`src/design/cdft_pkg.sv`:
```
package cdft_pkg;

	localparam int SAMPLE_BITS  = 16;
	localparam int TWIDDLE_BITS = 16;
	localparam int BIN_BITS     = 21;
	localparam int POINTS       = 16;

	localparam int TW_M = TWIDDLE_BITS - 1;
	localparam int PRE_W = SAMPLE_BITS + 3;
	localparam int FIN_W = SAMPLE_BITS + 6;
	localparam int PROD_W = PRE_W + TWIDDLE_BITS + 2;

	// floor(c * 2^32) of cos(pi/8), cos(pi/4), sin(pi/8)
	localparam logic [63:0] Q32_C1 = 64'h00000000EC835E79;
	localparam logic [63:0] Q32_C2 = 64'h00000000B504F333;
	localparam logic [63:0] Q32_C3 = 64'h0000000061F78A9A;
	localparam logic [63:0] Q32_HALF = 64'd1 << (31 - TW_M);

	typedef logic signed [SAMPLE_BITS-1:0] smp_t;
	typedef logic signed [PRE_W-1:0]       pre_t;
	typedef logic signed [FIN_W-1:0]       fin_t;
	typedef logic signed [BIN_BITS-1:0]    bin_t;
	typedef logic signed [TWIDDLE_BITS:0]  coef_t;
	typedef logic signed [PROD_W-1:0]      prod_t;

	localparam coef_t K1 = coef_t'((Q32_C1 + Q32_HALF) >> (32 - TW_M));
	localparam coef_t K2 = coef_t'((Q32_C2 + Q32_HALF) >> (32 - TW_M));
	localparam coef_t K3 = coef_t'((Q32_C3 + Q32_HALF) >> (32 - TW_M));
	localparam prod_t RND = prod_t'(64'd1 << (TW_M - 1));

	typedef struct packed {
		logic valid;
		logic inverse;
	} tok_t;

	typedef enum logic [1:0] {
		BK_IDLE,
		BK_CALC,
		BK_OUT
	} bk_state_t;

	// round((ka*x + kb*y) / 2^M), ties up
	function automatic fin_t rot(input pre_t x, input coef_t ka, input pre_t y, input coef_t kb);
		prod_t s;
		s = prod_t'(x) * prod_t'(ka) + prod_t'(y) * prod_t'(kb) + RND;
		return fin_t'(s >>> TW_M);
	endfunction

endpackage

```
`src/design/cdft_back.sv`:
```
module cdft_back (
	input  logic            clk,
	input  logic            arst_n,
	input  cdft_pkg::tok_t  tok,
	output logic            take,
	input  logic            done,
	input  cdft_pkg::bin_t  res_re [cdft_pkg::POINTS],
	input  cdft_pkg::bin_t  res_im [cdft_pkg::POINTS],
	output logic            empty,
	input  logic            pop,
	output cdft_pkg::bin_t  bin_real,
	output cdft_pkg::bin_t  bin_imag,
	output logic [3:0]      bin_number,
	output logic            last_bin
);
	import cdft_pkg::*;

	bk_state_t st_q, st_d;
	logic [3:0] idx_q;
	logic       inv_q;
	logic       xfer;

	always_comb begin
		st_d = st_q;
		unique case (st_q)
			BK_IDLE: if (tok.valid) st_d = BK_CALC;
			BK_CALC: if (done) st_d = BK_OUT;
			BK_OUT:  if (pop && idx_q == 4'd15) st_d = BK_IDLE;
			default: st_d = BK_IDLE;
		endcase
	end

	always_comb begin
		take  = 1'b0;
		empty = 1'b1;
		unique case (st_q)
			BK_IDLE: take = tok.valid;
			BK_CALC: empty = 1'b1;
			BK_OUT:  empty = 1'b0;
			default: empty = 1'b1;
		endcase
	end

	assign xfer = pop && !empty;

	always_ff @(posedge clk or negedge arst_n) begin
		if (!arst_n) begin
			st_q  <= BK_IDLE;
			idx_q <= '0;
			inv_q <= 1'b0;
		end else begin
			st_q <= st_d;
			if (take) begin
				inv_q <= tok.inverse;
				idx_q <= '0;
			end else if (xfer) begin
				idx_q <= idx_q + 4'd1;
			end
		end
	end

	assign bin_real   = inv_q ? res_im[idx_q] : res_re[idx_q];
	assign bin_imag   = inv_q ? res_re[idx_q] : res_im[idx_q];
	assign bin_number = idx_q;
	assign last_bin   = (idx_q == 4'd15);

	a_take_calc: assert property (@(posedge clk) disable iff (!arst_n)
		take |=> st_q == BK_CALC) else $error("frame taken without compute");
	a_frame_out: assert property (@(posedge clk) disable iff (!arst_n)
		(xfer && idx_q == 4'd15) |=> st_q == BK_IDLE) else $error("bins after last");
	a_done_calc: assert property (@(posedge clk) disable iff (!arst_n)
		done |-> st_q == BK_CALC) else $error("results outside compute");

endmodule

```
`config.mk`:
```
export PLATFORM = sky130hd
export DESIGN_NAME = cdft_back
export DESIGN_NICKNAME = d
export VERILOG_FILES = /design/src/design/cdft_pkg.sv /design/src/design/cdft_back.sv
export SDC_FILE = /design/constraint.sdc
export NUM_CORES = 1
export LEC_CHECK = 0
export ABC_CLOCK_PERIOD_IN_PS = 2400
export BUFFER_PORTS_ARGS = -buffer_cell sky130_fd_sc_hd__buf_4
export CAP_MARGIN = 15
export CORE_AREA = 3 3 284 286
export DETAILED_ROUTE_END_ITERATION = 16
export DIE_AREA = 0 0 287 289
export PLACE_DENSITY = 0.3
export SLEW_MARGIN = 30
export SYNTH_ARGS = -nofsm -noshare
export SYNTH_HDL_FRONTEND = slang
export SYNTH_SLANG_ARGS = --single-unit
```
`constraint.sdc`:
```
create_clock -name clk -period 2.4 [get_ports clk]
set_input_delay 0.48 -clock clk [delete_from_list [all_inputs] [get_ports clk]]
set_output_delay 0.48 -clock clk [all_outputs]
set_load 0.01 [all_outputs]
```
# == Word-level counts from Yosys, hierarchy flattened ==
# Cells that the tools add are included.
# Widths: inputs -> output; s select.
# word_totals
register_bits,7
input_bits,678
# classes
n_reduce_logical,5
bitwise_logic,1
mux,16
eq_ne,6
n_addsub,1
n_lt_le_gt_ge,1
# op_table
operator,n
$bmux 21 s4,2
$mux 21,6
$mux 4,2
$mux 2,3
$ne 2x2->1 const B,3
$pmux 2 s3,1
$ge 5x5->1 const B,1
$not 4->5,1
$add 4x1->4 const B,1
$eq 4x4->1 const B,1
$reduce_and 3->1,1
$eq 2x1->1 const B,1
$eq 2x2->1 const B,1
$logic_and 1x1->1,2
$logic_not 2->1,1
$mux 1,2
$reduce_bool 2->1,1

# == Depth between registers and ports, before layout ==
# Gate-level depths: netlist of the first run.
# logic_depth
ltp_word,5
depth_mapped,8
ltp_nobuf,4

# == Worst setup path before layout of the first run ==
# No wires, ideal clock.
# synth_path
path_kind,register -> output
from,"reg idx_q[0], in the netlist bin_number[0]"
to,out bin_imag[1]
path_slack_ns,-0.053
n_path_buf,4
stages_incl_launch_ff,9
arrival_time_ns,1.973
cell_sequence,dfrtp_1 > buf_6 > buf_12 > buf_12 > buf_12 > mux2i_1 > a22o_1 > a221o_1 > a221oi_1
# synth_between
elab_chain_cells,5
elab_cells_between_ends,8
# synth_lines
element,line_no,text
from (decl),cdft_back.sv:19,logic [3:0] idx_q;
from (signal assigned),cdft_back.sv:57,idx_q <= idx_q + 4'd1;
$not 4->5 (not written as such) (*),cdft_back.sv:63,assign bin_imag = inv_q ? res_re[idx_q] : res_im[idx_q];
$bmux 21 s4,cdft_back.sv:63,
$mux 21 (not written as such) (2 in series),cdft_back.sv:63,
$mux 21 (*),cdft_back.sv:63,
to (decl),cdft_back.sv:12,"output cdft_pkg::bin_t bin_imag,"
# Mark *: on every way between the ends. The rest lies on a longest branch, timed or not. The select of a mux whose other input is x is not followed.

# == Final worst setup path of the first run ==
# layout_path
from,"reg idx_q[0], in the netlist bin_number[0]"
to,out bin_imag[11]
# The elaborated chain is that of the path after synthesis.

==> results of run 1 <==
-- layout by cell type (no fill, tap or decap), drive strengths merged, types with 2 or more instances in the layout --
master / synthesis / final
a221o: 42 / 42
a221oi: 42 / 42
a22o: 42 / 42
and2: 2 / 2
buf: 35 / 845
clkbuf: 48 / 7
dfrtp: 7 / 7
diode: 0 / 4
mux2i: 127 / 127
mux4: 126 / 126
nand3b: 2 / 2
nor2: 7 / 8
nor2b: 3 / 4
o22ai: 42 / 42
xor2: 2 / 2
-- worst reg2reg max path, stage by stage (launching register included) --
cell	delay, ps
dfrtp_4	450
buf_12	170
buf_12	350
buf_4	330
nand4_1	130
xor2_1	160
nor2_1	60
-- metrics by stage --
step / setup slack [ps] / util / hold WS, ps
after floorplan: 16.1 / - / 184
after global placement: -588 / 0.178 / 306
after detailed placement: -621 / 0.179 / 307
after CTS: -656 / 0.186 / 59.3
after global routing: -668 / 0.189 / 64.5
final: -578 / 0.189 / 57.3
-- cells in the mapped netlist --
master	instances	area share
mux4_1	4	0.016
a221o_1	42	0.065
o22ai_1	42	0.041
a211oi_1	1	0.0012
mux2i_1	127	0.20
xor2_1	2	0.0027
nor2b_1	3	0.0029
nand4_1	1	0.00097
and3b_1	1	0.0014
buf_1	6	0.0035
ha_1	1	0.0019
a221oi_1	42	0.057
o21ai_0	1	0.00078
buf_8	1	0.0023
and2_1	2	0.0019
or3b_2	1	0.0014
buf_2	4	0.0031
a22o_1	42	0.057
buf_6	5	0.0087
mux4_2	122	0.43
xnor2_1	1	0.0014
nor3b_1	1	0.0012
clkbuf_1	48	0.028
buf_4	11	0.013
and3_1	1	0.00097
nand3b_1	2	0.0023
dfrtp_1	7	0.027
mux2_2	1	0.0017
buf_12	8	0.025
nor2_1	7	0.0041
nand2b_1	1	0.00097
nand2_1	1	0.00058
-- state kept, by name (all words and copies together) (netlist names) --
register    cells
bin_number      4
st_q            2
inv_q           1
-- routing by layer --
layer | global-route usage | up-vias | share of wire
met4 | 0.0237 | 0 | 0.017
met3 | 0.0211 | 34 | 0.059
met1 | 0.166 | 4479 | 0.42
met2 | 0.224 | 422 | 0.50
li1 | - | 4052 | -
met5 | 0 | - | 0
-- where the power goes --
group	leakage [nW]	internal, W	switching [W]
combinational	6.02	0.00713	0.00658
sequential	0.0860	0.000172	0.0000740
clock	0.0382	0.000222	0.0000702
-- area by class of cell --
class / instances / area, µm²
diodes: 4 / 10.0
clock buffers: 4 / 78.8
fillers: 8778 / 63700
multi-input cells: 451 / 6340
flip-flops and latches: 7 / 186
well taps: 1050 / 1310
repair buffers: 849 / 6950
-- cell families after synthesis --
family | after synthesis | share of synthesized area
mux | 254 | 0.642
compound gates | 170 | 0.222
buf+inv | 83 | 0.0834
simple gates | 21 | 0.0187
flops | 7 | 0.0272
xor+xnor | 3 | 0.00408
fa+ha+maj | 1 | 0.00194
-- worst min path at each step --
stage,from,end
after detailed placement,arst_n,st_q[0]
after CTS,arst_n,st_q[0]
after floorplan,arst_n,bin_number[0]
after global routing,arst_n,st_q[0]
after global placement,arst_n,st_q[0]
final,arst_n,st_q[0]
-- repair_timing --
| action | 4_1_cts | 5_1_grt |
|---|---|---|
| pin swaps | 15 | 20 |
| setup buffers | 10 | 7 |
| gates resized for setup | 59 | 33 |
| setup endpoints to repair | 42 | 42 |
| gates cloned | 5 | 4 |
==> reports/qor.txt, run 1 <==
WL per Instance -> 24.7 µm
Required time of the critical path -> 1920 ps
CP max FO -> 8
Placement Cell Area -> 0.0140 mm²
Net count after synthesis -> 1218
Final Wtd Congestion -> 0.811
Global-route wire length before repair -> 75100 µm
FMAX -> 336 MHz
Final setup viols -> 42
DRT Wirelength -> 58300 µm
Initial antenna violation count -> 4
Proportion of layout cells with a drive suffix above 1 -> 0.812
Max Cap Viol -> 0
Synth Register Bits -> 7
Placed Cells incl. Taps -> 2338
HPWL Detailed -> 50500 µm
Crit-path max cell delay -> 520 ps
Via count -> 8987
CP Capture Type -> output pin
Starting Density -> 0.0819
FF-to-FF path depth -> 6
Tot Pwr -> 0.0143 W
Synthesized cell area -> 0.00644 mm²
Synth unique cells -> 32
Synth Warn # -> 0
CP Class -> register to output pin
Slew HR -> 0.472
Crit path buffers/inverters -> 4
Clock latency on the worst-skew pair -> 230 ps
Status -> finished, violations left
Area growth syn-to-layout -> 131%
Pwr dens -> 958 mW/mm²
Crit path DAT -> 2500 ps
Setup ws final -> -578 ps
Worst vdd ir -> 0.390 mV
Die width -> 287 µm
Leak -> 6.15 nW
R2r endpoint -> bin_number[3]
Clk pin slew, worst setup/hold paths -> 40 ps
Post-Layout Cell Count -> 2365
Die extent in y -> 289 µm
Final Hold Vio Count -> 0
Setup crit start kind -> register
Critical Path Start -> bin_number[0]
Sequential area share after synthesis -> 0.0272
Number of CTS-inserted buffers -> 3
Syn_area_per_cell -> 11.9 µm²
Min Clock Period, post-route -> 2980 ps
H-tree depth -> 1
Nets -> 1991
Vias in the first global route -> 9635
Clock Tree Buf Depth -> 2
Vias per cell -> 3.80
Global route overflow -> 0
Crit-path leading delay family -> compound AO/OA/AOI/OAI gates
Num Clock Sinks -> 7
Final setup TNS -> -19220 ps
RR Startpoint -> bin_number[1]
Worst clock skew -> 0.467 ps
Slew Limit Fails -> 0
GRT Total Usage -> 0.128
Worst setup path endpoint -> bin_imag[11]
Synth Instances -> 539
# IOs -> 727
Fin area -> 0.0149 mm²
Critical path cell sequence -> buf_12, mux4_2, o22ai_1, buf_4, a221o_2, a221oi_4, buf_4, buf_6
Antenna viol nets, final -> 0
Hold Buf Count CTS -> 0
Ratio of final minimum period to clock period -> 1.24
Least-Margin Pin Slew -> 792 ps
PortBufs -> 726
Rows -> 103
Cell depth of the worst setup path -> 8
Die area -> 0.0829 mm²
R2r setup slk -> 630 ps
Drt first pass iters -> 4
Pin count of the biggest net entering global routing -> 40
Core region area -> 0.0786 mm²
Violated checks -> negative setup slack
Top cell by count, worst path -> buf_4
Root Buffer -> clkbuf_16
Unrepaired setup endpoints after global routing -> yes
CP max-delay cell -> dfrtp_4
CTS tree -> done
Worst Hold Class -> primary input to asynchronous set/reset pin
Residual DRC count -> 0
DRT iter0 DRCs -> 290
No activity file was read; power rests on OpenSTA's default activity.
==> run 2, diff against run 1 <==
--- a/config.mk
+++ b/config.mk
@@ -11,7 +11,9 @@
 export CORE_AREA = 3 3 284 286
 export DETAILED_ROUTE_END_ITERATION = 16
 export DIE_AREA = 0 0 287 289
+export GPL_TIMING_DRIVEN = 0
 export PLACE_DENSITY = 0.3
+export RECOVER_POWER = 100
 export SLEW_MARGIN = 30
 export SYNTH_ARGS = -nofsm -noshare
 export SYNTH_HDL_FRONTEND = slang
==> run 2 against run 1 <==
Compared with the run above:
- the run still ends with negative setup slack left
- combinational power rose by 7%
- hold slack better by 100 ps
- critical path depth unchanged
- first-iteration DRC count increased by 28%
- via count is 0.42% higher
- sequential power grew 4%
- global-route usage grew 2.7 points
- critical endpoint is now bin_imag[9]
- largest power group unchanged
- highest routed layer unchanged
==> reports/qor.txt, run 2 (synthesized netlist as in run 1, its figures left out) <==
Vias per cell -> 3.85 (+1.4%)
Top cell by count, worst path -> buf_16
Final Hold Vio Count -> 0 (unchanged)
CP max-delay cell -> dfrtp_2
CTS tree -> done
CP max FO -> 6 (-2)
Antenna viol nets, final -> 0 (unchanged)
WL per Instance -> 29.4 µm (+19%)
Tot Pwr -> 0.0153 W (+7.2%)
Fin Hold WS -> 157 ps (+100 ps)
FMAX -> 328 MHz (-2.3%)
Initial antenna violation count -> 3 (-1)
Slew Limit Fails -> 0 (unchanged)
Global route overflow -> 0 (unchanged)
Core region area -> 0.0786 mm² (unchanged)
Status -> finished, violations left
Vias in the first global route -> 9915 (+2.9%)
Leak -> 6.02 nW (-2.1%)
Fin area -> 0.0148 mm² (-0.24%)
Crit-path max cell delay -> 500 ps (-20 ps)
HPWL Detailed -> 61200 µm (+21%)
Slew HR -> 0.489 (+0.0170)
Worst Hold Class -> primary input to asynchronous set/reset pin
Clock power share -> 0.018 (-0.002)
Starting Density -> 0.0819 (unchanged)
Via count -> 9025 (+0.42%)
Worst clock skew -> 1.44 ps (+0.976 ps)
GRT Total Usage -> 0.154 (+0.0266)
Root Buffer -> clkbuf_16
Clock latency on the worst-skew pair -> 230 ps (about the same)
Unrepaired setup endpoints after global routing -> yes
Num Clock Sinks -> 7 (unchanged)
FF-to-FF path depth -> 6 (unchanged)
Die extent in y -> 289 µm (unchanged)
Die width -> 287 µm (unchanged)
Max Cap Viol -> 0 (unchanged)
Hold Buf Count CTS -> 0 (unchanged)
Number of CTS-inserted buffers -> 3 (unchanged)
Residual DRC count -> 0 (unchanged)
NetSw -> 0.00775 W (+15%)
Least-Margin Pin Slew -> 766 ps (-26.3 ps)
H-tree depth -> 1 (unchanged)
CP Class -> register to output pin
Max reg flops -> 4 (unchanged)
Setup crit start kind -> register
Required time of the critical path -> 1920 ps (about the same)
Net Sw Frac -> 0.507 (+0.0352)
DRT iter0 DRCs -> 371 (+28%)
Area growth syn-to-layout -> 131%
Clk pin slew, worst setup/hold paths -> 40 ps (about the same)
Most frequent cells in the layout -> buf_4, mux4_2, mux2i_1
Sequential share of power -> 0.017 (about the same)
Global-route wire length before repair -> 87700 µm (+17%)
Final setup viols -> 42 (unchanged)
Pwr dens -> 1030 mW/mm² (+7.4%)
Ratio of final minimum period to clock period -> 1.27 (+0.0291)
Total internal power -> 0.00753 W (about the same)
Final Wtd Congestion -> 0.829 (+2.3%)
Worst vdd ir -> 0.374 mV (-4.1%)
Violated checks -> negative setup slack
Die area -> 0.0829 mm² (unchanged)
Rows -> 103 (unchanged)
# IOs -> 727 (unchanged)
Proportion of layout cells with a drive suffix above 1 -> 0.826 (+0.0148)
Drt first pass iters -> 4 (unchanged)
Critical path cell sequence -> buf_12, buf_16, buf_16, mux2i_2, a22o_4, a221o_2, a221oi_4, buf_6
Commonest non-fill, non-tap cell in the layout -> buf_4
Min Clock Period, post-route -> 3050 ps (+69.8 ps)
Clock Tree Buf Depth -> 2 (unchanged)
PortBufs -> 726 (unchanged)
Comb power frac -> 0.965 (+0.003)
Placement Cell Area -> 0.0135 mm² (-4.0%)
FILL cells -> 8735 (-0.49%)
Setup ws final -> -648 ps (-69.8 ps)
CP Capture Type -> output pin
Pin count of the biggest net entering global routing -> 11 (-73%)
DRT Wirelength -> 68900 µm (+18%)
Nets -> 1970 (-1.1%)
Crit path DAT -> 2570 ps (+70 ps)
-- run 2: cell type report --
| cell class | instances | area [µm²] | area share |
|---|---|---|---|
| well taps | 1050 | 1310 | 0.0885 |
| clock buffers | 4 | 78.8 | 0.00531 |
| flip-flops and latches | 7 | 178 | 0.0120 |
| multi-input cells | 449 | 6620 | 0.446 |
| repair buffers | 751 | 5800 | 0.391 |
| plain buffers | 79 | 843 | 0.0568 |
| diodes | 2 | 5.00 | 0.000337 |
-- run 2: what timing repair did --
action,4_1_cts,5_1_grt
gates resized for setup,227,26
pin swaps,29,14
cloned,1,0
setup buffers,24,1
endpoints found under the setup margin,45,42
-- run 2: worst paths after layout --
path                                from            end  slack (ps)
min reg2reg                      st_q[1]        st_q[0]         490
max                        bin_number[0]    bin_imag[9]        -650
min                               arst_n  bin_number[2]         160
min in group clk                    done        st_q[0]         440
max reg2reg                bin_number[1]  bin_number[3]         550
max in group asynchronous         arst_n  bin_number[3]        1930
-- run 2: power by group through the flow --
stage | Clock, W | Combinational [W] | Sequential (W)
after floorplan | 0 | 0.00694 | 0.000207
after global placement | 0 | 0.0129 | 0.000238
after detailed placement | 0 | 0.0130 | 0.000238
after CTS | 0.000285 | 0.0151 | 0.000256
after global routing | 0.000294 | 0.0157 | 0.000266
final | 0.000280 | 0.0147 | 0.000257
-- run 2: metrics by stage --
step / setup WS [ps] / utilization / setup TNS (ps) / cells
after global placement: -1420 / 0.171 / -44980 / 2315
after global routing: -740 / 0.189 / -26900 / 2342
after CTS: -718 / 0.188 / -24320 / 2340
after floorplan: 16.1 / - / 0 / 539
after detailed placement: -1230 / 0.171 / -40600 / 2315
final: -648 / 0.189 / -23300 / 2342
-- run 2: per-layer routing --
metal,global-route usage,vias to the layer above,part of all wire,routed length [µm]
met3,0.0179,13,0.048,3310
met5,0,-,0,0
met4,0.0104,0,0.0047,323
li1,-,4021,-,-
met1,0.198,4580,0.42,29100
met2,0.287,411,0.53,36200
-- run 2: worst max-delay path: cells and delay by family, from the launching register on --
| kind | cells | cell delay, ps |
|---|---|---|
| AO/OA/AOI/OAI | 3 | 1000 |
| buffers and inverters | 4 | 650 |
| flip-flops | 1 | 500 |
| multiplexers | 1 | 170 |
