## src/design/cdft_pkg.sv

```systemverilog
package cdft_pkg;

	localparam int SAMPLE_BITS  = 16;
	localparam int TWIDDLE_BITS = 16;
	localparam int BIN_BITS     = 21;
	localparam int POINTS       = 16;

	localparam int TW_M = TWIDDLE_BITS - 1;
	localparam int PRE_W = SAMPLE_BITS + 3;
	localparam int FIN_W = SAMPLE_BITS + 6;
	localparam int PROD_W = PRE_W + TWIDDLE_BITS + 2;

	// floor(c * 2^32) of cos(pi/8), cos(pi/4), sin(pi/8)
	localparam logic [63:0] Q32_C1 = 64'h00000000EC835E79;
	localparam logic [63:0] Q32_C2 = 64'h00000000B504F333;
	localparam logic [63:0] Q32_C3 = 64'h0000000061F78A9A;
	localparam logic [63:0] Q32_HALF = 64'd1 << (31 - TW_M);

	typedef logic signed [SAMPLE_BITS-1:0] smp_t;
	typedef logic signed [PRE_W-1:0]       pre_t;
	typedef logic signed [FIN_W-1:0]       fin_t;
	typedef logic signed [BIN_BITS-1:0]    bin_t;
	typedef logic signed [TWIDDLE_BITS:0]  coef_t;
	typedef logic signed [PROD_W-1:0]      prod_t;

	localparam coef_t K1 = coef_t'((Q32_C1 + Q32_HALF) >> (32 - TW_M));
	localparam coef_t K2 = coef_t'((Q32_C2 + Q32_HALF) >> (32 - TW_M));
	localparam coef_t K3 = coef_t'((Q32_C3 + Q32_HALF) >> (32 - TW_M));
	localparam prod_t RND = prod_t'(64'd1 << (TW_M - 1));

	typedef struct packed {
		logic valid;
		logic inverse;
	} tok_t;

	typedef enum logic [1:0] {
		BK_IDLE,
		BK_CALC,
		BK_OUT
	} bk_state_t;

	// round((ka*x + kb*y) / 2^M), ties up
	function automatic fin_t rot(input pre_t x, input coef_t ka, input pre_t y, input coef_t kb);
		prod_t s;
		s = prod_t'(x) * prod_t'(ka) + prod_t'(y) * prod_t'(kb) + RND;
		return fin_t'(s >>> TW_M);
	endfunction

endpackage

```

## src/design/cdft_front.sv

```systemverilog
module cdft_front (
	input  logic                 clk,
	input  logic                 arst_n,
	input  logic                 push,
	output logic                 full,
	input  cdft_pkg::smp_t       sample_real,
	input  cdft_pkg::smp_t       sample_imag,
	input  logic                 inverse_mode,
	input  logic                 take,
	output cdft_pkg::tok_t       tok,
	output cdft_pkg::smp_t       frame_re [cdft_pkg::POINTS],
	output cdft_pkg::smp_t       frame_im [cdft_pkg::POINTS]
);
	import cdft_pkg::*;

	smp_t bank_re_q [2][POINTS];
	smp_t bank_im_q [2][POINTS];
	logic [3:0] fill_q;
	logic       wr_bank_q;
	logic       rd_bank_q;
	logic [1:0] cnt_q;
	logic [1:0] tok_inv_q;
	logic       accept;
	logic       frame_end;

	assign full      = (cnt_q == 2'd2);
	assign accept    = push && !full;
	assign frame_end = accept && (fill_q == 4'd15);

	always_ff @(posedge clk) begin
		if (accept) begin
			bank_re_q[wr_bank_q][fill_q] <= sample_real;
			bank_im_q[wr_bank_q][fill_q] <= sample_imag;
		end
		if (frame_end) begin
			tok_inv_q[wr_bank_q] <= inverse_mode;
		end
	end

	always_ff @(posedge clk or negedge arst_n) begin
		if (!arst_n) begin
			fill_q    <= '0;
			wr_bank_q <= 1'b0;
			rd_bank_q <= 1'b0;
			cnt_q     <= '0;
		end else begin
			if (accept) begin
				fill_q <= fill_q + 4'd1;
			end
			if (frame_end) begin
				wr_bank_q <= !wr_bank_q;
			end
			if (take) begin
				rd_bank_q <= !rd_bank_q;
			end
			case ({frame_end, take})
				2'b10:   cnt_q <= cnt_q + 2'd1;
				2'b01:   cnt_q <= cnt_q - 2'd1;
				default: cnt_q <= cnt_q;
			endcase
		end
	end

	assign tok.valid   = (cnt_q != 2'd0);
	assign tok.inverse = tok_inv_q[rd_bank_q];

	always_comb begin
		for (int n = 0; n < POINTS; n++) begin
			frame_re[n] = bank_re_q[rd_bank_q][n];
			frame_im[n] = bank_im_q[rd_bank_q][n];
		end
	end

	a_take_has_frame: assert property (@(posedge clk) disable iff (!arst_n)
		take |-> cnt_q != 2'd0) else $error("frame taken from empty queue");
	a_frame_queued: assert property (@(posedge clk) disable iff (!arst_n)
		frame_end |=> cnt_q != 2'd0) else $error("completed frame not queued");
	a_cnt_bound: assert property (@(posedge clk) disable iff (!arst_n)
		cnt_q != 2'd3) else $error("frame queue overflow");

endmodule

```

## config.mk

```make
export PLATFORM = sky130hd
export DESIGN_NAME = cdft_front
export DESIGN_NICKNAME = d
export VERILOG_FILES = /design/src/design/cdft_pkg.sv /design/src/design/cdft_front.sv
export SDC_FILE = /design/constraint.sdc
export NUM_CORES = 1
export LEC_CHECK = 0
export BUFFER_PORTS_ARGS = -buffer_cell sky130_fd_sc_hd__clkbuf_2
export CAP_MARGIN = 20
export CORE_MARGIN = 2
export CORE_UTILIZATION = 57
export CTS_BUF_LIST = sky130_fd_sc_hd__clkbuf_16
export DETAILED_ROUTE_END_ITERATION = 12
export PLACE_DENSITY = 0.85
export REMOVE_ABC_BUFFERS = 1
export SYNTH_ARGS = -nofsm -noshare
export SYNTH_HDL_FRONTEND = slang
export SYNTH_SLANG_ARGS = --single-unit
```

## constraint.sdc

```tcl
create_clock -name clk -period 4.03 [get_ports clk]
set_clock_uncertainty 0.2 [all_clocks]
set_input_delay 0.806 -clock clk [delete_from_list [all_inputs] [get_ports clk]]
set_output_delay 0.806 -clock clk [all_outputs]
set_load 0.005 [all_outputs]
```

Yosys cells after proc, flatten, opt, wreduce, memory -nomap -nowiden
Memories as Yosys holds them, arrays and structs flattened. Index checks and enable logic that the tools add are counted.

Bitwise logic cells: 1. Equal/unequal tests: 4. Add/subtract/negate cells: 3. Reduce and logical (&&, ||, !) cells: 9. Order comparisons: 5. Multiplexer cells: 10.

Operators with widths (count): $mux 256 (1); $demux 16 s4 (1); $mux 16 (1); $ge 5x5->1 const B (1); $lt 5x1->1 const B (1); $not 4->5 (1); $add 4x1->4 const B (1); $eq 2x2->1 const B (2); $eq 4x4->1 const B (1); $logic_and 1x1->1 (4); $lt 1x2->1 const B (2); $mux 1 (4); $pmux 2 s2 (1); $reduce_bool 2->1 (2); $logic_not 1->1 (3); $add 2x1->2 const B (1); $bwmux 2 (1); $eq 2x1->1 const B (1); $sub 2x1->2 const B (1); $demux 1 s1 (1); $ge 1x1->1 const B (1).

Input port bits: 37. RAM bits: 1024. Memories kept: 2. Logic and storage cells: 39. Register bits: 10.

Memories: bank_im_q (words 2, width 256, rd ports 1, clocked after Yosys merged registers in 0, wr ports 1, RTL line cdft_front.sv:17) `smp_t bank_im_q [2][POINTS];`; bank_re_q (words 2, width 256, rd ports 1, clocked after Yosys merged registers in 0, wr ports 1, RTL line cdft_front.sv:16) `smp_t bank_re_q [2][POINTS];`.

Logic depth before layout (Yosys ltp)
Gate-level depths: netlist of run 1.

Depth after elaboration: 6. Mapped depth: 8.

Worst setup path after synthesis of run 1
OpenSTA, ideal clock, no wires.

Path type: input-to-reg. Start point: in push. End point: mem bank_im_q[0][48] (netlist bit), enable pin. Path slack: 0.131 ns. Stages: 2. Data arrival time: 3.238 ns. Library setup time: 0.461 ns. Data required time: 3.369 ns. Cells stage by stage: nand3_1 > nor3_1.

Cells in the longest elaborated chain, start to end: 3.

RTL lines: start: declaration (RTL line cdft_front.sv:4) `input logic push,`; $logic_and 1x1->1 (RTL line cdft_front.sv:27) `assign accept = push && !full;`; $mux 1 (RTL line cdft_front.sv:31) `if (accept) begin`; $mux 256 (not written as such) (RTL line cdft_front.sv:33) `bank_im_q[wr_bank_q][fill_q] <= sample_imag;`; end: declaration (RTL line cdft_front.sv:17).

Every way passes these cells.

==> impl_metrics.yaml, run 1 <==
placement:
  port_buffers: 551
  gp_congestion: 0.800
  hpwlAfterDp_um: 53600
  placedCellCount: 3077
synth:
  synthArstFlopShare_pct: 0.774
  synth_edf_count: 1026
  synthCells: 1679
  yosys_most_used_dff: "edfxtp_1"
  yosysWarnings: 0
  ys_ff_latch: 1034
  synth.distinct_cells: 23
  synth_top_cell_by_area: "edfxtp_1"
  synth.most_common_cell: "edfxtp_1"
  yosys-top-cells-area: "edfxtp_1 (82%), mux2_2 (15%), buf_2 (0.79%), dfrtp_1 (0.53%), nor2_1 (0.30%)"
  avgSynthCellArea_sq_um: 22.3
  yosysSeqAreaShare_pct: 82.7
  synthesis.area_sq_um: 37500
  yosys-top-cells-count: "edfxtp_1 (1026), mux2_2 (514), buf_2 (59)"
  synth_top_area_share_pct: 82.1
global_routing:
  antenna_found_initial: 6
  grt_start_max_net_pins: 134
  grt_pass1_wl_um: 129000
  grt_remaining_overflow: 0
  track_usage_pct: 26.7
  grt_pass1_vias: 18900
critical_path:
  start_kind: "flop"
  critPathKind: "reg -> out"
  cp_max_fo: 133
  cp.required_ns: 3.02
  cp-end-kind: "output port"
  arrival_ns: 2.57
  r2r_cells: 4
drt:
  drtIter0Drc: 2082
  wl_per_cell_um: 28.3
  ant_nets: 0
  wl_um: 92100
  firstDrtPassIters: 5
  vias: 19000
  vias_per_cell: 5.82
  drc: 0
timing:
  clock.fmax_mhz: 280
  maxSlewViolCount: 0
  max_slew_margin_pct: 26.8
  rsz0062_at_grt: "no"
  finalCriticalPeriod_ns: 3.58
  fin_setup_tns_ns: 0
  finalHoldViolations: 0
  min_period_over_period_pct: 88.7
  worstMarginPinSlew_ns: 1.10
  setup_viol: 0
clock_network:
  cts_max_level: 3
  cts_tree: "yes"
  cts_setup_buffers: 0
  cts_sinks: 1034
  clk_latency_ns: 0.64
  cts_buffers: 99
  clk_pin_slew_worst_paths_ns: 0.06
  clock_path_buffers: 3
  root_buffer: "clkbuf_16"
floorplanning:
  core_sq_um: 65500
  die_w_um: 261
  die_height_um: 261
  rows: 94
  die-area_sq_um: 67900
  initial_core_util_pct: 57.3
  ios: 552
worst_hold_path:
  hold_path.class: "in -> reg"
  min_path_cells: 1
status:
  outcome: "complete, no violations"
pwr:
  finalPower_mw: 28.6
  power_density_nw_per_um2: 635
  peakVddDrop_v: 0.000453
  p_leak_nw: 15.7
layout:
  final_cells: 3258
  syn_to_final_growth_pct: 19.9
  num-nets-final: 2357
  drive_gt1_share_pct: 53.7
flow_run:
  maxCapViolCount: 0
==> cell usage in the layout, fill, tap and decap left out, types with 4 or more instances in the layout <==
master	Yosys	final
clkinv_2	0	11
clkinv_1	0	25
buf_12	0	4
buf_4	0	40
dfrtp_1	8	7
clkinvlp_4	0	5
ha_1	5	5
edfxtp_1	1026	1026
inv_1	3	18
clkbuf_2	0	551
mux2_2	514	514
nand2_1	4	4
bufinv_16	0	12
xnor2_1	5	5
nor2_4	0	29
clkbuf_16	0	102
nand3_1	6	6
==> report_power, final <==
group          switching, mW  internal, mW
Sequential             0.226          12.4
Combinational           3.53          3.10
Clock                   3.88          5.37
==> critical path: stages (launching register included) <==
cell      delay (ns)
dfrtp_4         0.63
buf_12          0.50
mux2_2          0.46
clkbuf_2        0.13
==> layout make-up <==
type / instances / area, sq um
inverter: 4 / 15.0
fill: 3909 / 20500
antenna: 3 / 7.51
clock inverter: 75 / 742
multi-input combinational: 580 / 6410
clock buffer: 102 / 2550
sequential: 1034 / 31000
tap: 864 / 1080
timing repair buffer: 596 / 3150
==> cell families (layout without fill, tap and decap cells) <==
logic type | count (synthesis) | count (layout) | share of synthesized area [%]
other cells | 0 | 3 | 0
simple gates | 53 | 53 | 0.670
mux | 514 | 514 | 15.4
fa+ha+maj | 5 | 5 | 0.167
buf+inv | 65 | 777 | 0.867
xor+xnor | 8 | 8 | 0.207
flops | 1034 | 1034 | 82.7
==> per-stage QoR <==
step,utilization [%],cell area (sq um),worst slack (ns),hold WS (ns)
3_3_place_gp,63.6,41700,1.15,0.317
4_1_cts,68.6,45000,0.407,0.101
5_1_grt,68.6,45000,0.371,0.119
3_5_place_dp,63.6,41700,1.14,0.342
6_report,68.6,45000,0.454,0.153
2_1_floorplan,-,37200,-9.06,0.297
==> metal layers <==
metal  wire length, um  share of wire, %  vias up  GRT usage (%)
li1                  -                 -     7948              -
met1             33800                37     9731           34.5
met2             46100                50     1077           44.1
met3              8190               8.9      207           5.57
met4              3950               4.3        4           11.8
met5                27             0.029        -              0
==> sequential cells by signal, summed over array words and instances, names as in the netlist <==
register and cells:
fill_q 4, tok_inv_q 2, wr_bank_q 1, bank_re_q 512
rd_bank_q 1, bank_im_q 512, cnt_q 2
==> worst paths after layout <==
check                             startpoint                end  slack [ns]
worst max-delay path               rd_bank_q      frame_im[133]        0.45
worst min-delay path            inverse_mode       tok_inv_q[1]        0.15
worst max register to register     wr_bank_q  bank_re_q[0][164]        1.32
worst min register to register      cnt_q[1]           cnt_q[1]        0.35
max in group asynchronous             arst_n          rd_bank_q        2.97
min in group asynchronous             arst_n          rd_bank_q        0.45
==> repair_timing <==
item / in CTS / in global routing
gates resized for setup: 0 / 0
hold endpoints to repair: 8 / 0
hold buffers: 1 / 0
Power figures use the tool's default switching activity.
==> run 2: changes to the inputs <==
--- a/config.mk
+++ b/config.mk
@@ -9,7 +9,6 @@
 export CAP_MARGIN = 20
 export CORE_MARGIN = 2
 export CORE_UTILIZATION = 57
-export CTS_BUF_LIST = sky130_fd_sc_hd__clkbuf_16
 export DETAILED_ROUTE_END_ITERATION = 12
 export PLACE_DENSITY = 0.85
 export REMOVE_ABC_BUFFERS = 1
==> run 2 against run 1 <==
Against the previous run: worst hold slack lost 0.0034 ns; critical path type unchanged; fmax fell by 0.13%; via count hardly changed; sequential share of layout area is essentially flat; routed wire length down 0.11%; core utilization about the same; sequential power barely moved; critical path depth unchanged; worst setup slack worse by 0.0046 ns; power is 0.11% higher; global-route usage is the same; die area stayed put.
==> impl_metrics.yaml, run 2 (synthesis results as in run 1) <==
worst_hold_path:
  hold_path.class: "in -> reg"
  min_path_cells: 1
global_routing:
  grt_remaining_overflow: 0
  grt_pass1_wl_um: 129000
  antenna_found_initial: 6
  grt_start_max_net_pins: 134
  grt_pass1_vias: 18900
  track_usage_pct: 26.7
clock_network:
  cts_buffers: 99
  clock_path_buffers: 3
  clk_latency_ns: 0.64
  root_buffer: "clkbuf_16"
  clk_pin_slew_worst_paths_ns: 0.06
  cts_sinks: 1034
  cts_tree: "yes"
  cts_setup_buffers: 0
  cts_max_level: 3
timing:
  finalHoldViolations: 0
  finalCriticalPeriod_ns: 3.58
  clock.fmax_mhz: 279
  max_slew_margin_pct: 25.7
  maxSlewViolCount: 0
  rsz0062_at_grt: "no"
  worstMarginPinSlew_ns: 1.11
  setup_viol: 0
  min_period_over_period_pct: 88.9
drt:
  vias_per_cell: 5.82
  wl_per_cell_um: 28.2
  wl_um: 92000
  drc: 0
  drtIter0Drc: 2099
  ant_nets: 0
  vias: 19000
  firstDrtPassIters: 5
floorplanning:
  rows: 94
  die_height_um: 261
  initial_core_util_pct: 57.3
  die_w_um: 261
  ios: 552
  die-area_sq_um: 67900
  core_sq_um: 65500
critical_path:
  arrival_ns: 2.57
  r2r_cells: 4
  cp-end-kind: "output port"
  cp_top_family: "flip-flops"
  critPathKind: "reg -> out"
  cp.depth: 3
  cp_cell_sequence: "buf_12 -> mux2_2 -> clkbuf_2"
  cp_max_fo: 133
  crit_buf_inv: 2
  cp.required_ns: 3.02
  start_kind: "flop"
  cpPeakStageDelay_ns: 0.63
  slowest_stage: "dfrtp_4"
layout:
  drive_gt1_share_pct: 53.7
  num-nets-final: 2357
  syn_to_final_growth_pct: 19.9
  ff_latch_area_sq_um: 31000
  fill_cells: 3909
  multiInputGateArea_sq_um: 6410
  fin_util_pct: 68.6
  final_common_cell: "edfxtp_1"
  reg_top3: "bank_im_q: 512 flops, bank_re_q: 512 flops, fill_q: 4 flops"
  final_cells: 3259
  layout_common_cells: "edfxtp_1 (1026), clkbuf_2 (551), mux2_2 (514), clkbuf_16 (102), buf_4 (40)"
placement:
  placedCellCount: 3077
  gp_congestion: 0.800
  port_buffers: 551
  hpwlAfterDp_um: 53600
pwr:
  finalPower_mw: 28.6
  peakVddDrop_v: 0.000453
  power_density_nw_per_um2: 636
  p_leak_nw: 15.6
flow_run:
  maxCapViolCount: 0
status:
  outcome: "complete, no violations"
==> run 2: cell types whose count changed in the layout (fill, tap and decap cells not counted), sizes merged <==
| cell | change |
|---|---|
| inv | -15 |
| diode | +1 |
| clkbuf | +15 |
==> run 2: cell type report <==
cell class | count | area share (%)
Clock buffer | 117 | 5.80
Tap cell | 864 | 2.40
Multi-Input combinational cell | 580 | 14.3
Inverter | 4 | 0.0334
Sequential cell | 1034 | 69.0
Clock inverter | 60 | 1.52
Antenna cell | 4 | 0.0223
Timing Repair Buffer | 596 | 7.00
==> run 2: final timing paths <==
check                        startpoint  slack [ns]                 to
setup / recovery              rd_bank_q        0.45      frame_im[133]
hold reg to reg                cnt_q[1]        0.35           cnt_q[1]
setup reg to reg              wr_bank_q        1.32  bank_re_q[0][164]
hold / removal             inverse_mode        0.15       tok_inv_q[1]
max in group asynchronous        arst_n        2.97          rd_bank_q
min in group asynchronous        arst_n        0.45          rd_bank_q
==> run 2: what timing repair did <==
action / CTS / global route
resized for setup: 0 / 0
hold buffers: 1 / 0
hold endpoints to repair: 8 / 0
==> run 2: routing by layer <==
| metal | up-vias | GRT usage (%) | routed length, um |
|---|---|---|---|
| met3 | 209 | 5.57 | 8210 |
| met5 | - | 0 | 27 |
| met4 | 4 | 11.8 | 4100 |
| met1 | 9712 | 34.5 | 33900 |
| li1 | 7949 | - | - |
| met2 | 1081 | 44.1 | 45800 |
==> run 2: report_power, final <==
part / internal (mW) / switching (mW)
logic: 3.10 / 3.53
registers: 12.4 / 0.227
clock network: 5.41 / 3.88
total: 21.0 / 7.64
==> run 2: through the flow <==
step	area [sq um]	setup TNS [ns]	hold WS [ns]	worst slack, ns
6_report	45000	0	0.149	0.449
5_1_grt	45000	0	0.119	0.371
4_1_cts	45000	0	0.101	0.407
3_5_place_dp	41700	0	0.342	1.14
3_3_place_gp	41700	0	0.317	1.15
2_1_floorplan	37200	-4655.85	0.297	-9.06
==> run 3: changes to the inputs <==
--- a/config.mk
+++ b/config.mk
@@ -7,6 +7,7 @@
 export LEC_CHECK = 0
 export BUFFER_PORTS_ARGS = -buffer_cell sky130_fd_sc_hd__clkbuf_2
 export CAP_MARGIN = 20
+export CORE_ASPECT_RATIO = 0.9
 export CORE_MARGIN = 2
 export CORE_UTILIZATION = 57
 export DETAILED_ROUTE_END_ITERATION = 12
==> constraint.sdc (replaced) <==
create_clock -name clk -period 4.03 [get_ports clk]
set_clock_uncertainty 0.2 [all_clocks]
set_input_delay 0.2015 -clock clk [delete_from_list [all_inputs] [get_ports clk]]
set_output_delay 0.2015 -clock clk [all_outputs]
set_load 0.005 [all_outputs]
==> run 3 against run 2 <==
Against the previous run: power is 1.2% lower; core utilization is 0.067 points lower; count of clock-buffer cells in the layout is 10 higher; final cell count is 0.12% lower; combinational power is 1% higher; register-to-register slack worse by 0.36 ns; non-clock buffer count is 3 lower; critical endpoint is now frame_re[139]; highest routed layer is now met4.
==> impl_metrics.yaml, run 3 (synthesis results as in run 1) <==
placement:
  placedCellCount: 3065
  port_buffers: 551
  gp_congestion: 0.813
  hpwlAfterDp_um: 54200
  placed_area_sq_um: 41600
critical_path:
  cpPeakStageDelay_ns: 1.08
  cp.required_ns: 3.63
  crit_buf_inv: 2
  start_kind: "flop"
  cp_max_fo: 54
  cp_top_family: "flip-flops"
  slowest_stage: "dfrtp_4"
  critPathKind: "reg -> out"
  cp-end-kind: "output port"
  cp_cell_sequence: "buf_4 -> mux2_2 -> clkbuf_2"
  arrival_ns: 2.74
layout:
  fin_util_pct: 68.6
  layout_common_cells: "edfxtp_1 (1026), clkbuf_2 (551), mux2_2 (514), clkbuf_16 (100), nor2_4 (29)"
  fill_cells: 3917
  final_cells: 3255
  final_common_cell: "edfxtp_1"
  fin_area_sq_um: 44800
  reg_top3: "bank_im_q: 512 flops, bank_re_q: 512 flops, fill_q: 4 flops"
  syn_to_final_growth_pct: 19.5
  drive_gt1_share_pct: 53.3
  num-nets-final: 2352
worst_hold_path:
  hold_path.class: "in -> reg"
timing:
  min_period_over_period_pct: 78.1
  maxSlewViolCount: 0
  clock.fmax_mhz: 318
  rsz0062_at_grt: "no"
  finalCriticalPeriod_ns: 3.15
  setup_viol: 0
  max_slew_margin_pct: 22.7
  finalHoldViolations: 0
  worstMarginPinSlew_ns: 1.16
drt:
  drtIter0Drc: 2105
  firstDrtPassIters: 5
  vias: 18900
  vias_per_cell: 5.81
  wl_per_cell_um: 28.2
  ant_nets: 0
  drc: 0
  wl_um: 91900
floorplanning:
  die-area_sq_um: 67900
  core_sq_um: 65400
  initial_core_util_pct: 57.4
  rows: 89
  die_w_um: 274
  die_height_um: 247
  ios: 552
clock_network:
  cts_max_level: 3
  cts_sinks: 1034
  cts_buffers: 97
  clk_pin_slew_worst_paths_ns: 0.06
  cts_setup_buffers: 0
  root_buffer: "clkbuf_16"
  clk_latency_ns: 0.63
  cts_tree: "yes"
  clock_path_buffers: 3
pwr:
  power_density_nw_per_um2: 630
  finalPower_mw: 28.2
  p_leak_nw: 15.6
  peakVddDrop_v: 0.000521
global_routing:
  grt_start_max_net_pins: 66
  track_usage_pct: 26.6
  antenna_found_initial: 3
  grt_pass1_wl_um: 128000
  grt_pass1_vias: 18900
  grt_remaining_overflow: 0
flow_run:
  maxCapViolCount: 0
status:
  outcome: "complete, no violations"
[run 3: power breakdown]
group / internal, mW / switching (mW) / leakage (nW)
sequential: 12.4 / 0.324 / 9.33
combinational: 3.21 / 3.50 / 4.73
clock: 4.97 / 3.79 / 1.49
[run 3: per-layer routing]
| layer | part of all wire, % | global-route usage, % | wire, um |
|---|---|---|---|
| met5 | 0 | 0 | 0 |
| met4 | 2.7 | 7.58 | 2470 |
| met3 | 9.1 | 6.35 | 8320 |
| met2 | 49 | 42.8 | 45100 |
| met1 | 39 | 36.8 | 36000 |
[run 3: stage by stage]
| stage | TNS [ns] | setup slack (ns) | hold WS [ns] |
|---|---|---|---|
| after floorplan | -4345.74 | -8.46 | -0.294 |
| after global placement | 0 | 0.985 | -0.133 |
| after detailed placement | 0 | 0.875 | -0.131 |
| after CTS | 0 | 0.858 | 0.0700 |
| after global routing | 0 | 0.753 | 0.0712 |
| final | 0 | 0.885 | 0.111 |
[run 3: layout make-up]
type                            count  area [sq um]  area share (%)
Antenna cell                        4          10.0          0.0223
Multi-Input combinational cell    580          6410            14.3
Tap cell                          864          1080            2.41
Inverter                            4          15.0          0.0335
Timing Repair Buffer              593          3250            7.25
Clock buffer                      127          2610            5.83
Clock inverter                     49           435           0.971
Sequential cell                  1034         31000            69.2
[run 3: final timing paths]
path	from	endpoint	slack [ns]	cells past startpoint
hold reg to reg	cnt_q[0]	cnt_q[0]	0.34	1
min in group asynchronous	arst_n	rd_bank_q	0.43	3
max in group asynchronous	arst_n	rd_bank_q	2.87	3
hold / removal	inverse_mode	tok_inv_q[0]	0.11	2
setup reg to reg	fill_q[0]	bank_re_q[0][222]	0.96	5
setup / recovery	rd_bank_q	frame_re[139]	0.88	3
[run 3: worst register-to-register path, cell delays in order (launching register included)]
cell	delay [ns]
dfrtp_1	0.43
inv_1	0.12
ha_1	0.16
nand3_1	0.66
nor2_4	0.86
buf_4	0.34
[run 3: repair_timing]
action                                 in CTS  in global routing
hold buffers                                5                  0
resized for setup                           0                  0
endpoints found under the hold margin      17                  0
